`src/design/cgsd_pkg.sv`:
```
// Shared types, codes and helper functions of the compact geometry stream decoder.
`timescale 1ns / 1ps

package cgsd_pkg;

	// Record kinds as given on the first byte of a request.
	localparam logic [1:0] KIND_POINTS   = 2'd0;
	localparam logic [1:0] KIND_SEGMENTS = 2'd1;
	localparam logic [1:0] KIND_RECTS    = 2'd2;
	localparam logic [1:0] KIND_ARCS     = 2'd3;

	// Code forms of one field.
	localparam logic [1:0] FORM_SIGNED = 2'd0;
	localparam logic [1:0] FORM_SIZE   = 2'd1;
	localparam logic [1:0] FORM_ANGLE  = 2'd2;

	localparam logic [3:0] NIB_SHORT_PREFIX = 4'h8;
	localparam logic [3:0] NIB_SIZE_PREFIX  = 4'hF;
	localparam logic [15:0] ANGLE_STEP      = 16'd5760;
	localparam logic [15:0] ANGLE_OFFSET    = 16'd23040;

	typedef struct packed {
		logic [7:0] data_byte;
		logic [1:0] req_type;
		logic       start_of_request;
	} cgsd_in_t;

	typedef struct packed {
		logic [15:0] value;
		logic [2:0]  field_pos;
		logic        record_done;
	} cgsd_out_t;

	typedef struct packed {
		logic [1:0]  kind;
		logic        pending;
		logic [7:0]  prefix;
		logic [2:0]  idx;
		logic [15:0] run_x;
		logic [15:0] run_y;
	} cgsd_state_t;

	function automatic logic [3:0] record_len(input logic [1:0] kind);
		logic [3:0] len;
		case (kind)
			KIND_POINTS: len = 4'd2;
			KIND_ARCS:   len = 4'd6;
			default:     len = 4'd4;
		endcase
		return len;
	endfunction

	function automatic logic [1:0] field_form(input logic [1:0] kind, input logic [2:0] idx);
		logic [1:0] form;
		form = FORM_SIGNED;
		if ((kind == KIND_RECTS || kind == KIND_ARCS) && (idx == 3'd2 || idx == 3'd3))
			form = FORM_SIZE;
		if (kind == KIND_ARCS && (idx == 3'd4 || idx == 3'd5))
			form = FORM_ANGLE;
		return form;
	endfunction

endpackage

```
`src/design/cgsd_if.sv`:
```
// Valid/ready stream interfaces for the byte input and the decoded field output.
`timescale 1ns / 1ps

interface cgsd_in_if;
	logic       valid;
	logic       ready;
	logic [7:0] data_byte;
	logic [1:0] req_type;
	logic       start_of_request;

	modport source(output valid, output data_byte, output req_type, output start_of_request,
		input ready);
	modport sink(input valid, input data_byte, input req_type, input start_of_request,
		output ready);
endinterface

interface cgsd_out_if;
	logic        valid;
	logic        ready;
	logic [15:0] value;
	logic [2:0]  field_pos;
	logic        record_done;

	modport source(output valid, output value, output field_pos, output record_done,
		input ready);
	modport sink(input valid, input value, input field_pos, input record_done,
		output ready);
endinterface

```
`src/design/cgsd_field_decode.sv`:
```
// Combinational decode of one byte against the decoder state: result and next state.
`timescale 1ns / 1ps

module cgsd_field_decode (
	input  cgsd_pkg::cgsd_state_t state,
	input  cgsd_pkg::cgsd_in_t    item,
	output logic                  emit,
	output cgsd_pkg::cgsd_out_t   result,
	output cgsd_pkg::cgsd_state_t next_state
);

	cgsd_pkg::cgsd_state_t cur;
	logic [1:0]  form;
	logic [3:0]  len;
	logic [3:0]  idx_inc;
	logic [7:0]  b;
	logic        two;
	logic [15:0] raw;
	logic [15:0] angle_short;

	assign b = item.data_byte;

	always_comb begin
		// A new request clears everything, including an unfinished two-byte code.
		cur = state;
		if (item.start_of_request) begin
			cur.kind    = item.req_type;
			cur.pending = 1'b0;
			cur.prefix  = 8'd0;
			cur.idx     = 3'd0;
			cur.run_x   = 16'd0;
			cur.run_y   = 16'd0;
		end
	end

	assign form        = cgsd_pkg::field_form(cur.kind, cur.idx);
	assign len         = cgsd_pkg::record_len(cur.kind);
	assign idx_inc     = {1'b0, cur.idx} + 4'd1;
	assign angle_short = 16'({12'd0, b[3:0]} * cgsd_pkg::ANGLE_STEP) - cgsd_pkg::ANGLE_OFFSET;

	always_comb begin
		two = 1'b0;
		raw = 16'd0;
		if (cur.pending) begin
			if (form == cgsd_pkg::FORM_ANGLE)
				raw = {cur.prefix, b};
			else
				raw = {(form == cgsd_pkg::FORM_SIGNED && cur.prefix[3]) ? 4'hF : 4'h0,
					cur.prefix[3:0], b};
		end else begin
			case (form)
				cgsd_pkg::FORM_SIZE: begin
					two = (b[7:4] == cgsd_pkg::NIB_SIZE_PREFIX);
					raw = {8'd0, b};
				end
				cgsd_pkg::FORM_ANGLE: begin
					two = (b[7:4] != cgsd_pkg::NIB_SHORT_PREFIX);
					raw = angle_short;
				end
				default: begin
					two = (b[7:4] == cgsd_pkg::NIB_SHORT_PREFIX);
					raw = {{8{b[7]}}, b};
				end
			endcase
		end
	end

	assign emit = !two;

	always_comb begin
		next_state = cur;
		result.value       = raw;
		result.field_pos   = cur.idx;
		result.record_done = (idx_inc >= len);
		if (two) begin
			next_state.pending = 1'b1;
			next_state.prefix  = b;
		end else begin
			next_state.pending = 1'b0;
			next_state.idx     = (idx_inc >= len) ? 3'd0 : idx_inc[2:0];
			// Every kind but points carries its first pair as deltas on running totals.
			if (cur.kind != cgsd_pkg::KIND_POINTS) begin
				if (cur.idx == 3'd0) begin
					next_state.run_x = cur.run_x + raw;
					result.value     = cur.run_x + raw;
				end else if (cur.idx == 3'd1) begin
					next_state.run_y = cur.run_y + raw;
					result.value     = cur.run_y + raw;
				end else if (cur.kind == cgsd_pkg::KIND_SEGMENTS && cur.idx == 3'd2) begin
					result.value = cur.run_x + raw;
				end else if (cur.kind == cgsd_pkg::KIND_SEGMENTS && cur.idx == 3'd3) begin
					result.value = cur.run_y + raw;
				end
			end
		end
	end

endmodule

```
`src/design/compact_geometry_stream_decoder.sv`:
```
// Top level of the compact geometry stream decoder.
`timescale 1ns / 1ps

// Decodes a compact coordinate list one byte per transaction into 16-bit fields of
// points, segments, rectangles or arcs. A byte is taken in every cycle whenever the
// single output register is empty or is being emptied in the same cycle, so the
// sustained rate is one byte per cycle; the result of a byte is offered in the cycle after
// its transaction. A byte that opens a two-byte code produces no output transaction.
// The decoder state and the output register are the only storage in the path.

module compact_geometry_stream_decoder (
	input logic       clk,
	input logic       arst_n,
	cgsd_in_if.sink   bytes,
	cgsd_out_if.source fields
);

	cgsd_pkg::cgsd_state_t state_q;
	cgsd_pkg::cgsd_state_t next_state;
	cgsd_pkg::cgsd_in_t    item;
	cgsd_pkg::cgsd_out_t   result;
	cgsd_pkg::cgsd_out_t   result_q;
	logic                  emit;
	logic                  out_valid_q;
	logic                  accept;

	assign item.data_byte        = bytes.data_byte;
	assign item.req_type         = bytes.req_type;
	assign item.start_of_request = bytes.start_of_request;

	assign bytes.ready = !out_valid_q || fields.ready;
	assign accept      = bytes.valid && bytes.ready;

	cgsd_field_decode u_decode (
		.state      (state_q),
		.item       (item),
		.emit       (emit),
		.result     (result),
		.next_state (next_state)
	);

	always_ff @(posedge clk or negedge arst_n) begin
		if (!arst_n) begin
			state_q     <= '0;
			out_valid_q <= 1'b0;
		end else begin
			if (accept)
				state_q <= next_state;
			if (accept)
				out_valid_q <= emit;
			else if (fields.ready)
				out_valid_q <= 1'b0;
		end
	end

	always_ff @(posedge clk) begin
		if (accept && emit)
			result_q <= result;
	end

	assign fields.valid       = out_valid_q;
	assign fields.value       = result_q.value;
	assign fields.field_pos   = result_q.field_pos;
	assign fields.record_done = result_q.record_done;

endmodule

```
`src/flat_wrapper.sv`:
```
// flat-port wrapper written by rule: the top's interface ports become plain ports
module compact_geometry_stream_decoder_flat 
  (clk, arst_n, bytes_valid, bytes_data_byte, bytes_req_type, bytes_start_of_request, bytes_ready, fields_valid, fields_value, fields_field_pos, fields_record_done, fields_ready);
  cgsd_in_if bytes_i ();
  cgsd_out_if fields_i ();
  input logic clk;
  input logic arst_n;
  input wire logic [$bits(bytes_i.valid)-1:0] bytes_valid;
  input wire logic [$bits(bytes_i.data_byte)-1:0] bytes_data_byte;
  input wire logic [$bits(bytes_i.req_type)-1:0] bytes_req_type;
  input wire logic [$bits(bytes_i.start_of_request)-1:0] bytes_start_of_request;
  output wire logic [$bits(bytes_i.ready)-1:0] bytes_ready;
  output wire logic [$bits(fields_i.valid)-1:0] fields_valid;
  output wire logic [$bits(fields_i.value)-1:0] fields_value;
  output wire logic [$bits(fields_i.field_pos)-1:0] fields_field_pos;
  output wire logic [$bits(fields_i.record_done)-1:0] fields_record_done;
  input wire logic [$bits(fields_i.ready)-1:0] fields_ready;
  assign bytes_i.valid = bytes_valid;
  assign bytes_i.data_byte = bytes_data_byte;
  assign bytes_i.req_type = bytes_req_type;
  assign bytes_i.start_of_request = bytes_start_of_request;
  assign bytes_ready = bytes_i.ready;
  assign fields_valid = fields_i.valid;
  assign fields_value = fields_i.value;
  assign fields_field_pos = fields_i.field_pos;
  assign fields_record_done = fields_i.record_done;
  assign fields_i.ready = fields_ready;
  compact_geometry_stream_decoder u_core (.clk(clk), .arst_n(arst_n), .bytes(bytes_i), .fields(fields_i));
endmodule
```
`config.mk`:
```
export PLATFORM = sky130hd
export DESIGN_NAME = compact_geometry_stream_decoder_flat
export DESIGN_NICKNAME = d
export VERILOG_FILES = /design/src/design/cgsd_pkg.sv /design/src/design/cgsd_if.sv /design/src/design/cgsd_field_decode.sv /design/src/design/compact_geometry_stream_decoder.sv /design/src/flat_wrapper.sv
export SDC_FILE = /design/constraint.sdc
export NUM_CORES = 1
export LEC_CHECK = 0
export ABC_AREA = 1
export ABC_CLOCK_PERIOD_IN_PS = 5700
export CORE_ASPECT_RATIO = 0.5
export CORE_MARGIN = 4
export CORE_UTILIZATION = 27
export CTS_CLUSTER_DIAMETER = 40
export DETAILED_ROUTE_END_ITERATION = 8
export DONT_BUFFER_PORTS = 1
export GPL_TIMING_DRIVEN = 0
export PLACE_DENSITY = 0.4
export SLEW_MARGIN = 0
export SYNTH_ARGS = -nofsm -noshare
export SYNTH_HDL_FRONTEND = slang
export SYNTH_HIERARCHICAL = 1
export SYNTH_SLANG_ARGS = --single-unit
```
`constraint.sdc`:
```
create_clock -name clk -period 5.7 [get_ports clk]
set_input_delay 0.285 -clock clk [delete_from_list [all_inputs] [get_ports clk]]
set_output_delay 0.285 -clock clk [all_outputs]
set_load 0.02 [all_outputs]
```
# After elaboration in Yosys (flattened, before gate mapping)
# Cells that the tools add are included.
# word_totals
register_bits	67
output_inout_bits	22
# classes
n_addsub	4
n_mul	1
magnitude_cmp	1
eq_ne	13
muxes	26
n_reduce_logical	18
# op_table
operator	count
$mux 16	11
$mux 46	1
$mux 35	1
$add 16x16->16	2
$mux 32	1
$pmux 16 s2	1
$sub 16x15->16 const B	1
$mul 4x6->9 const B	1
$eq 4x4->1 const B	2
$mux 8	1
$logic_and 1x1->1	7
$eq 2x2->1 const B	3
$eq 3x2->1 const B	2
$eq 3x3->1 const B	2
$pmux 3 s2	1
$mux 1	5
$add 3x1->4 const B	1
$eq 2x1->1 const B	2
$ge 4x4->1	1
$logic_not 2->1	2
$logic_or 1x1->1	4
$mux 4	1
$ne 4x4->1 const B	1
$reduce_bool 2->1	2
other kinds (6)	7

# Longest topological paths before layout
# Gate-level depths: netlist (run 1).
# depth
depth_word	18
ltp_mapped	28
depth_no_buf	26

# Cells and area by module
# Netlist (run 1), hierarchy kept.
# by_module_without_submodules
mod	instances	cells_per_inst	area_per_inst_um2	seq_area_each_um2
cgsd_field_decode	1	666	3772.4	0.0
compact_geometry_stream_decoder	1	227	2493.6	1776.7

# Worst setup path after synthesis (run 1)
# Ideal clock, no wire load.
# synth_path
kind	in2reg
startpoint	in bytes_start_of_request
endpoint	reg u_core.result_q, in the netlist u_core/fields.value[12], data pin
setup_ns	0.254
arrival_ns	3.798
path_slack_ns	1.648
stages	27
path_buffers	2
path_cell_list	buf_6 inv_6 clkbuf_1 or2_2 o21ai_0 inv_1 ha_1 o211ai_4 nor2_1 clkinv_1 nand2_1 inv_1 ha_1 fa_1 nand3_1 nand3_1 a21oi_1 o21ai_1 a21boi_1 o21ai_1 xor2_1 nand2_1 nand2_1 inv_1 nand2_1 nand2_1 nand2_1
# synth_lines
element	line_no	source
from (decl)	flat_wrapper.sv:11	input wire logic [$bits(bytes_i.start_of_request)-1:0] bytes_start_of_request;
to (signal assigned)	compact_geometry_stream_decoder.sv:58	result_q <= result;
to (decl)	compact_geometry_stream_decoder.sv:22	cgsd_pkg::cgsd_out_t result_q;

==> metrics.md, run 1 <==
| Metric | Value |
|---|---|
| Sink Count | 67 |
| Worst r2r src | u_core/state_q[44] |
| Pin count of the biggest net entering global routing | 48 |
| Placed Instance Area | 6660 um2 |
| CTS tree | built |
| Power Internal | 1.33 mW |
| Synthesized instance count | between 800 and 900 |
| Pre-CTS setup slack | 0.158 ns |
| Antenna violations before repair | 2 |
| Final design utilization | about 30% |
| Worst skew pair latency | 0.35 ns |
| Sequential area share after synthesis | 28.4% |
| Critical path endpoint category | flop |
| Switching share of power | 45.6% |
| Min Tclk post-route | 5.34 ns |
| Vias in the first global route | 5760 |
| Post-synth EDFFs | 20 |
| Antenna viol nets, final | 0 |
| Total iterations of the first detailed-routing run | 5 |
| Worst Path Required | 5.79 ns |
| Post-CTS Repair Setup Buffers | 0 |
| Reg2reg setup slack | 0.94 ns |
| Wire per inst | 18.8 um |
| Synth top cells by count | nand2_1, inv_1, nand3_1, nor2_1, ha_1 |
| CTS max path bufs | 2 |
| Final setup violation count | 0 |
| Crit share post-route | roughly 94% |
| GR Util met3 | 4.35% |
| Clock power frac | around 20% |
| Syn. warnings | 6 |
| Synth cell types | 55 |
| Total number of vias | 6068 |
| Post-synthesis cell area | 6270 um2 |
| Critical R2R Capture | u_core/fields.value[12] |
| Power Dens Cells | 352 nW/um2 |
| Detailed Route WL | 22800 um |
| Hold Path Class | in -> reg |
| Chip Width | 223 um |
| DRT iter0 DRCs | 452 |
| Final Hold Violating Endpoints | 0 |
| Critical Path AT | 5.43 ns |
| Sequential power share | 30.4% |
| Setup TNS | 0 ns |
| Most frequent cell after synthesis | nand2_1 |
| Clock Skew | 0.0112 ns |
| Die area | about 26000 um2 |
| HP Start | bytes_data_byte[5] |
| Via/cell ratio | 4.99 |
| Rel. slew slack | 35.8% |
| CTS H-tree lvls | 3 |
| Met2 GRT Util | 24.9% |
| Slew at the pin closest to its max-slew limit | 0.954 ns |
| DRC viols | 0 |
| Hold worst-path end | u_core/state_q[40] |
| Cell Rows | 39 |
| Synth top area share | a little under a fifth |
| Max cap viols | 0 |
| Cell area after layout | 6950 um2 |
| Die height | 116 um |
| Reg clk slew, reported paths | approximately 0.060 ns |
| Main synth FF type | dfrtp_1 |
| Critical-path top delay cell | a21oi_1 |
| Cell taking the most area after synthesis | dfrtp_1 |
| Mean Syn Cell Area | approximately 7 um2 |
| Syn nets | ~970 |
| WHS Path Cells | 4 |
| Gr usage total | 17.8% |
| Met1 global-route usage | 27.2% |
| Layout Nets | 980 |
| Slowest cell delay on critical path | 0.64 ns |
| DP Wirelength | 18000 um |
| Net Sw Power | 1.12 mW |
| Main area contributors after synthesis | dfrtp_1, nand2_1, ha_1 |
| RSZ-0062 raised after global routing | false |
| Worst Path Max Fanout | 10 |
| Number of diodes | 0 |
| FF-to-FF path depth | 22 |
| Combinational fraction of design power | 49.0% |
| CTS Buf Count | 9 |
| Post-Place Cells | 1200 |
| Ports | 37 |
| Asr flop ratio synth | 70.1% |
| CP Launch Type | primary input |
| Slew Limit Fails | 0 |
| Setup ws final | 0.355 ns |
| Port-buffer cells | 0 |
| Final GP Congestion | a little over 0.9 |
| Grt peak-use layer | met1 |
| Residual overflow from global routing | 0 |
| Share of cells above drive strength 1 | 7.36% |
| Leakage | 3.64 nW |
| Setup CP Type | in -> reg |
| Global-route wire length before repair | between 30000 and 40000 um |
| Status | finished, final reports clean |
| Fmax | 187 MHz |
| Core Area | 22800 um2 |
| Final instance count without filler cells | 1217 |
| Starting Density | 27.4% |
| CTS Root Cell | clkbuf_16 |
| Seq cells post-synth | 67 |
| Maximum vdd drop | 0.000109 V |
| Crit-path most repeated cell | nand2_1 |
| Area grow syn2layout | 10.9% |
## power groups by stage
stage	combinational [mW]	clock, mW	sequential (mW)
2_1_floorplan	0.859	0	0.732
3_3_place_gp	1.18	0	0.753
3_5_place_dp	1.17	0	0.753
4_1_cts	1.19	0.524	0.746
5_1_grt	1.35	0.540	0.761
6_report	1.20	0.503	0.744
## per-stage QoR
step	hold slack [ns]	power (mW)
finish	0.189	2.45
global route	0.200	2.65
CTS	0.171	2.46
detailed placement	-0.00827	1.92
global placement	-0.00869	1.93
floorplan	-0.0106	1.59
## worst max-delay path by stage
stage / start / to / slack, ns / depth (start not counted)
after floorplan: bytes_start_of_request / u_core/fields.value[12] / 1.65 / 27
after global routing: bytes_start_of_request / u_core/fields.value[12] / 0.05 / 26
final: bytes_start_of_request / u_core/fields.value[12] / 0.36 / 26
after global placement: bytes_start_of_request / u_core/fields.value[12] / 0.19 / 26
after detailed placement: bytes_start_of_request / u_core/fields.value[12] / 0.16 / 26
after CTS: bytes_start_of_request / u_core/fields.value[12] / 0.51 / 26
## critical path: cells and delay by family
| kind | cells | cell delay [ns] |
|---|---|---|
| AOI/OAI and AO/OA | 6 | 1.49 |
| xor gates and xnor gates | 1 | 0.31 |
| adders and majority gates | 3 | 0.90 |
| buffers and inverters | 6 | 1.25 |
| and+or+nand+nor | 10 | 1.18 |
## flip-flops by register name, indices dropped and copies added, names as in the netlist
register / cells
u_core/fields.value: 16
u_core/fields.field_pos: 3
u_core/fields.valid: 1
u_core/fields.record_done: 1
u_core/state_q: 46
## final cells by class
| class | instances | area [um2] |
|---|---|---|
| multi-input combinational | 678 | 3830 |
| fill | 2576 | 15900 |
| buffer | 28 | 203 |
| clock buffer | 12 | 236 |
| tap | 307 | 384 |
| timing repair buffer | 2 | 37.5 |
| clock inverter | 3 | 16.3 |
| sequential | 67 | 1780 |
| inverter | 120 | 468 |
## routing by layer
layer	share of wire, %	wire, um	up-vias
met5	0.057	13	-
met4	1.7	388	2
met3	6.6	1500	30
met2	38	8700	181
met1	54	12200	2889
li1	-	-	2966
## what timing repair did
action,in CTS,in global routing
hold endpoints to repair,47,0
resized for setup,0,0
hold buffers,2,0
## cells by family after synthesis
group	synth area share [%]
flops	28.4
fa+ha+maj	12.3
simple gates	29.7
compound gates	15.3
buf+inv	10.7
xor+xnor	3.77
## cells in the final DEF (no fill, tap or decap), types with 4 or more instances in the layout
cell,Yosys,routed
nand2_1,258,258
inv_1,110,110
nand3_1,93,93
nor2_1,59,58
ha_1,55,55
o21ai_0,53,53
dfrtp_1,47,47
a21oi_1,43,43
edfxtp_1,20,20
xor2_1,19,19
buf_2,11,11
o22ai_1,10,10
clkbuf_16,0,9
clkbuf_1,5,8
xnor2_1,8,8
buf_6,7,7
a21o_1,7,7
o211ai_1,7,7
nand2_2,6,6
a31oi_1,6,6
nor3_1,5,5
o21ai_1,5,5
clkinv_1,3,4
buf_4,4,4
a221oi_1,4,4
fa_1,4,4
No activity file was read; power rests on OpenSTA's default activity.
==> run 2, diff against run 1 <==
--- a/config.mk
+++ b/config.mk
@@ -9,12 +9,13 @@
 export ABC_CLOCK_PERIOD_IN_PS = 5700
 export CORE_ASPECT_RATIO = 0.5
 export CORE_MARGIN = 4
-export CORE_UTILIZATION = 27
+export CORE_UTILIZATION = 40
 export CTS_CLUSTER_DIAMETER = 40
 export DETAILED_ROUTE_END_ITERATION = 8
 export DONT_BUFFER_PORTS = 1
+export GPL_ROUTABILITY_DRIVEN = 1
 export GPL_TIMING_DRIVEN = 0
-export PLACE_DENSITY = 0.4
+export PLACE_DENSITY = 0.54
 export SLEW_MARGIN = 0
 export SYNTH_ARGS = -nofsm -noshare
 export SYNTH_HDL_FRONTEND = slang
==> run 2 against run 1 <==
Sequential power decreased by 0.7%. Design area decreased by 1.5%. Routed wire length decreased by 8.6%. Worst setup slack improved by 0.17 ns. Sequential cell count unchanged. Fmax increased by 3.3%. Final cell count decreased by 8.3%. Sequential share of layout area increased by 0.40 points. Global-route usage increased by 6.3 points. Die area decreased by 31%. Critical path depth decreased by 2. Clock skew increased by 0.00089 ns. Critical path type unchanged.
==> metrics.md, run 2 (synthesis gave the netlist of run 1 again) <==
| Metric | Value |
|---|---|
| Starting Density | 40.8% (+13 points) |
| Post_cts resized | 0 (unchanged) |
| Slew at the pin closest to its max-slew limit | 1.01 ns (+0.0528 ns) |
| Critical path endpoint category | flop |
| Die height | 96.5 um (-17%) |
| Core Area | 15400 um2 (-33%) |
| Slew Limit Fails | 0 (unchanged) |
| Die area | 17900 um2 (-31%) |
| Port-buffer cells | 0 (unchanged) |
| Chip Width | 185 um (-17%) |
| Via/cell ratio | 5.42 (+8.7%) |
| Global-route wire length before repair | 32100 um (-7.6%) |
| Most frequent cells in the layout | nand2_1, inv_1, nand3_1, nor2_1, ha_1 |
| Antenna violations before repair | 0 (-2) |
| Hold Path Class | in -> reg |
| Vias in the first global route | 5496 (-4.6%) |
| Worst skew pair latency | 0.34 ns (about the same) |
| Multi-input logic area | 3820 um2 (-0.13%) |
| Crit share post-route | 90.8% (-3.0 points) |
| RSZ-0062 raised after global routing | false |
| Pre-CTS setup slack | 0.229 ns (+0.0707 ns) |
| Critical Path AT | 5.25 ns (-0.18 ns) |
| Ports | 37 (unchanged) |
| DP Wirelength | 16100 um (-11%) |
| Leakage | 3.66 nW (+0.54%) |
| CTS max path bufs | 2 (unchanged) |
| Max cap viols | 0 (unchanged) |
| CTS tree | built |
| Rel. slew slack | 32.2% (-3.6 points) |
| CTS H-tree lvls | 3 (unchanged) |
| Residual overflow from global routing | 0 (unchanged) |
| Reg clk slew, reported paths | 0.06 ns (about the same) |
| Layout Nets | 981 (+0.10%) |
| Fill count | 1604 (-38%) |
| Worst Path Required | 5.78 ns (about the same) |
| Critical-path top delay cell | clkbuf_1 |
| Final setup violation count | 0 (unchanged) |
| Setup ws final | 0.524 ns (+0.168 ns) |
| Cell Rows | 32 (-18%) |
| Total number of vias | 6051 (-0.28%) |
| CTS Buf Count | 9 (unchanged) |
| Area grow syn2layout | 9.19% |
| CTS Root Cell | clkbuf_16 |
| Max FFs per register | 46 (unchanged) |
| Reg with most FFs | u_core/state_q |
| Crit-path cells | buf_6, inv_6, clkbuf_1, or2_2, o21ai_0, inv_1, ha_1, o211ai_4, nor2_1, clkinv_1, nand2_1, inv_1, ha_1, fa_1, nand3_1, nand3_1, a21oi_1, nor2_1, o2bb2ai_1, o21ai_0, xor2_1, nor2_1, a21oi_1, nand2_1 |
| CP Launch Type | primary input |
| Most common cell after layout, fill and taps aside | nand2_1 |
| Worst Path Max Fanout | 10 (unchanged) |
| Share of cells above drive strength 1 | 7.68% (+0.31 points) |
| DRT iter0 DRCs | 594 (+31%) |
| Maximum vdd drop | 0.000140 V (+28%) |
| Pin count of the biggest net entering global routing | 48 (unchanged) |
| Power Dens Cells | 358 nW/um2 (+1.6%) |
| Fmax | 193 MHz (+3.3%) |
| Detailed Route WL | 20900 um (-8.6%) |
| Clock Skew | 0.0121 ns (+0.000890 ns) |
| Crit-path most repeated cell | nor2_1 |
| Final Hold Violating Endpoints | 0 (unchanged) |
| Number of diodes | 0 (unchanged) |
| Min Tclk post-route | 5.18 ns (-0.168 ns) |
| Antenna viol nets, final | 0 (unchanged) |
| Wire per inst | 18.7 um (-0.32%) |
| Sink Count | 67 (unchanged) |
| Gr usage total | 24.1% (+6.3 points) |
| Register area | 1780 um2 (unchanged) |
| Setup TNS | 0 ns (unchanged) |
| DRC viols | 0 (unchanged) |
| Total iterations of the first detailed-routing run | 5 (unchanged) |
| Setup CP Type | in -> reg |
| Status | finished, final reports clean |
| Slowest cell delay on critical path | 0.57 ns (-0.07 ns) |
| Final GP Congestion | 0.944 (+3.4%) |
run 2: cell count changes in the layout (fill, tap and decap cells not counted):
cell and change:
clkinv_1 -1, clkbuf_8 +1, nor2_4 -1, nor2_2 +1, buf_8 +1, clkinvlp_4 -1, clkinv_2 +2
run 2: through the flow:
stage / instances / util (%) / power, mW / area [um2] / hold slack (ns)
2_1_floorplan: 893 / - / 1.59 / 6270 / -0.0106
3_3_place_gp: 1097 / 42.4 / 1.89 / 6520 / -0.00800
3_5_place_dp: 1098 / 42.5 / 1.89 / 6540 / -0.00839
4_1_cts: 1116 / 44.5 / 2.44 / 6840 / 0.177
5_1_grt: 1116 / 44.5 / 2.63 / 6840 / 0.195
6_report: 1116 / 44.5 / 2.45 / 6840 / 0.184
run 2: final cells by class:
class,instances,area share (%)
well taps,204,3.73
clock inverters,3,0.219
repair buffers,3,0.768
plain buffers,28,2.96
multi-input cells,678,55.9
clock buffers,13,3.66
inverters,120,6.84
flip-flops and latches,67,26.0
run 2: where the power goes:
group          switching [mW]  total (mW)  leakage, nW  internal (mW)
clock network           0.222       0.526        0.133          0.305
logic                   0.781        1.18         2.71          0.402
registers              0.0995       0.739        0.812          0.640
run 2: worst max-delay path, delay by kind of cell:
| kind | cells | cell delay [ns] |
|---|---|---|
| fa+ha+maj | 3 | 0.90 |
| simple gates | 8 | 1.14 |
| xor+xnor | 1 | 0.32 |
| buf+inv | 6 | 1.29 |
| compound gates | 6 | 1.29 |
run 2: worst paths after layout:
kind	startpoint	end	depth (start not counted)	slack, ns
hold reg to reg	u_core/state_q[44]	u_core/state_q[44]	2	0.47
setup reg to reg	u_core/state_q[32]	u_core/fields.value[12]	20	1.15
setup / recovery	bytes_start_of_request	u_core/fields.value[12]	24	0.52
min in group asynchronous	arst_n	u_core/state_q[15]	2	0.47
max in group asynchronous	arst_n	u_core/state_q[24]	2	4.96
hold / removal	bytes_data_byte[5]	u_core/state_q[40]	4	0.18
run 2: repair_timing:
item / in CTS / in global routing
endpoints found under the setup margin: 0 / 0
hold buffers: 2 / 0
setup buffers: 0 / 0
hold endpoints to repair: 47 / 0
run 2: routing by layer:
layer / part of all wire, % / up-vias / GRT usage, %
met1: 51 / 2842 / 37.0
met3: 8.0 / 20 / 5.20
met2: 39 / 212 / 34.1
met5: 0 / - / 0
met4: 1.5 / 0 / 5.86
li1: - / 2977 / -
==> run 3, diff against run 2 <==
--- a/config.mk
+++ b/config.mk
@@ -7,6 +7,8 @@
 export LEC_CHECK = 0
 export ABC_AREA = 1
 export ABC_CLOCK_PERIOD_IN_PS = 5700
+export CELL_PAD_IN_SITES_DETAIL_PLACEMENT = 0
+export CELL_PAD_IN_SITES_GLOBAL_PLACEMENT = 1
 export CORE_ASPECT_RATIO = 0.5
 export CORE_MARGIN = 4
 export CORE_UTILIZATION = 40
@@ -15,7 +17,7 @@
 export DONT_BUFFER_PORTS = 1
 export GPL_ROUTABILITY_DRIVEN = 1
 export GPL_TIMING_DRIVEN = 0
-export PLACE_DENSITY = 0.54
+export PLACE_DENSITY = 0.7
 export SLEW_MARGIN = 0
 export SYNTH_ARGS = -nofsm -noshare
 export SYNTH_HDL_FRONTEND = slang
==> run 3 against run 2 <==
Count of clock-buffer cells in the layout shrank 2. Routed wire length grew 3.5%. Register-to-register slack gained 0.04 ns. Utilization grew 0.41 points. Worst hold slack gained 0.012 ns. Via count is essentially flat. Combinational power is essentially flat. Sequential cell count is the same. Critical path depth shrank 2. Total power grew 4.6%. Critical path type unchanged. Critical endpoint is now u_core/fields.value[11]. Largest cell class unchanged.
==> metrics.md, run 3 (synthesis gave the netlist of run 1 again) <==
| Metric | Value |
|---|---|
| Status | finished, final reports clean |
| Reg clk slew, reported paths | 0.06 ns (about the same) |
| Final setup violation count | 0 (unchanged) |
| Fmax | 198 MHz (+2.3%) |
| Clock power frac | 24.8% (+3.3 points) |
| Min Tclk post-route | 5.06 ns (-0.118 ns) |
| Pin count of the biggest net entering global routing | 48 (unchanged) |
| Hold Path Class | in -> reg |
| Starting Density | 40.8% (unchanged) |
| Power Internal | 1.45 mW (+7.5%) |
| Reg2reg setup slack | 1.19 ns (+0.04 ns) |
| Setup crit end | u_core/fields.value[11] |
| Slew Limit Fails | 0 (unchanged) |
| Final Hold Violating Endpoints | 0 (unchanged) |
| Maximum vdd drop | 0.000140 V (about the same) |
| DRC viols | 0 (unchanged) |
| DRT iter0 DRCs | 542 (-8.8%) |
| Worst Path Max Fanout | 10 (unchanged) |
| Antenna violations before repair | 1 (+1) |
| Antenna viol nets, final | 0 (unchanged) |
| Leakage | 3.69 nW (+0.87%) |
| Chip Width | 185 um (unchanged) |
| Setup CP Type | in -> reg |
| Ports | 37 (unchanged) |
| Net Sw Power | 1.11 mW (+1.1%) |
| Post-CTS Repair Setup Buffers | 0 (unchanged) |
| Global-route wire length before repair | 32900 um (+2.4%) |
| Fill count | 1641 (+2.3%) |
| Gr usage total | 24.9% (+0.78 points) |
| Share of cells above drive strength 1 | 8.00% (+0.33 points) |
| CP startpoint | bytes_start_of_request |
| DP Wirelength | 16700 um (+3.3%) |
| Detailed Route WL | 21600 um (+3.5%) |
| Vias in the first global route | 5588 (+1.7%) |
| Switching share of power | 43.5% (-1.5 points) |
| Number of diodes | 0 (unchanged) |
| Crit share post-route | 88.7% (-2.1 points) |
| Area grow syn2layout | 10.2% |
| Slew at the pin closest to its max-slew limit | 0.982 ns (-0.0247 ns) |
| Port-buffer cells | 0 (unchanged) |
| CTS max path bufs | 2 (unchanged) |
| RSZ-0062 raised after global routing | false |
| Sequential power share | 29.0% (-1.2 points) |
| Layout Nets | 981 (unchanged) |
| CTS Buf Count | 9 (unchanged) |
| Worst r2r src | u_core/state_q[32] |
| Final GP Congestion | 0.890 (-5.7%) |
| Clock Skew | 0.00555 ns (-0.00655 ns) |
| Critical path endpoint category | flop |
| FF-to-FF path depth | 20 (unchanged) |
| Total iterations of the first detailed-routing run | 5 (unchanged) |
| Rel. slew slack | 33.9% (+1.7 points) |
| CTS Hold Buffers Added | 2 (unchanged) |
| Sink Count | 67 (unchanged) |
| Residual overflow from global routing | 0 (unchanged) |
| Critical R2R Capture | u_core/fields.value[11] |
| Worst skew pair latency | 0.35 ns (about the same) |
| Combinational fraction of design power | 46.3% (-2.0 points) |
| Total number of vias | 6046 (-0.083%) |
| Max cap viols | 0 (unchanged) |
| Post_cts resized | 0 (unchanged) |
| CTS H-tree lvls | 3 (unchanged) |
| Worst Path Required | 5.76 ns (-0.02 ns) |
| WHS | 0.196 ns (+0.0121 ns) |
| CTS Root Cell | clkbuf_16 |
| Cell Rows | 32 (unchanged) |
| Most common cell after layout, fill and taps aside | nand2_1 |
| Die height | 96.5 um (unchanged) |
| Die area | 17900 um2 (unchanged) |
| Wire per inst | 19.4 um (+3.5%) |
| Core Area | 15400 um2 (unchanged) |
| Max FFs per register | 46 (unchanged) |
| Reg with most FFs | u_core/state_q |
| Power Dens Cells | 371 nW/um2 (+3.7%) |
| CP Launch Type | primary input |
| CTS tree | built |
| Setup TNS | 0 ns (unchanged) |
| Via/cell ratio | 5.42 (about the same) |
| Critical Path AT | 5.12 ns (-0.13 ns) |
| Most frequent cells in the layout | nand2_1, inv_1, nand3_1, nor2_1, ha_1 |
-- run 3: cell types whose count changed in the layout (fill, tap and decap cells not counted), sizes merged --
cell / change
clkbuf: -2
bufinv: +2
-- run 3: layout make-up --
| class | count | area, um2 | share of cell area, % |
|---|---|---|---|
| Timing Repair Buffer | 3 | 52.6 | 0.761 |
| Clock inverter | 5 | 75.1 | 1.09 |
| Clock buffer | 11 | 253 | 3.66 |
| Sequential cell | 67 | 1780 | 25.7 |
| Buffer | 28 | 203 | 2.94 |
| Multi-Input combinational cell | 678 | 3820 | 55.3 |
| Inverter | 120 | 468 | 6.78 |
| Tap cell | 204 | 255 | 3.70 |
-- run 3: critical path, stage by stage --
cell and delay (ns):
buf_6 0.16, clkbuf_1 0.64, o21ai_0 0.36, inv_1 0.19, ha_1 0.27, o211ai_4 0.18, nor2_1 0.17, clkinv_1 0.22
nand2_1 0.14, inv_1 0.12, ha_1 0.37, a21oi_1 0.14, nand2_1 0.12, a21oi_1 0.41, o21ai_0 0.33, a21oi_1 0.28
o21ai_0 0.13, xor2_1 0.19, nand2_1 0.09, o21ai_0 0.11, nand2_1 0.08, nand3_1 0.12
-- run 3: how the worst min path moves through the flow --
| stage | start | to | slack (ns) | cells after the start |
|---|---|---|---|---|
| 2_1_floorplan | arst_n | u_core/fields.valid | -0.01 | 0 |
| 3_3_place_gp | arst_n | u_core/state_q[25] | -0.008 | 0 |
| 3_5_place_dp | arst_n | u_core/state_q[25] | -0.007 | 0 |
| 4_1_cts | bytes_data_byte[2] | u_core/state_q[37] | 0.18 | 4 |
| 5_1_grt | bytes_data_byte[2] | u_core/state_q[37] | 0.21 | 4 |
| 6_report | bytes_data_byte[7] | u_core/state_q[42] | 0.20 | 4 |
-- run 3: layer usage --
| layer | part of all wire, % | vias up | global-route usage, % |
|---|---|---|---|
| li1 | - | 2964 | - |
| met1 | 50 | 2881 | 36.3 |
| met2 | 42 | 182 | 37.9 |
| met3 | 6.9 | 19 | 6.06 |
| met4 | 1.1 | 0 | 4.46 |
| met5 | 0 | - | 0 |
-- run 3: per-stage QoR --
stage | util, % | power [mW] | setup slack [ns] | area, um2 | std cells
4_1_cts | 44.9 | 2.57 | 0.733 | 6900 | 1116
5_1_grt | 44.9 | 2.74 | 0.247 | 6900 | 1116
3_5_place_dp | 42.5 | 1.90 | 0.377 | 6540 | 1098
3_3_place_gp | 42.4 | 1.89 | 0.388 | 6520 | 1097
2_1_floorplan | - | 1.59 | 1.65 | 6270 | 893
6_report | 44.9 | 2.56 | 0.642 | 6900 | 1116
-- run 3: power groups by stage --
stage	clock, mW	sequential (mW)	combinational [mW]
floorplan	0	0.732	0.859
global placement	0	0.748	1.14
detailed placement	0	0.751	1.15
CTS	0.652	0.744	1.17
global route	0.672	0.758	1.31
finish	0.634	0.742	1.19
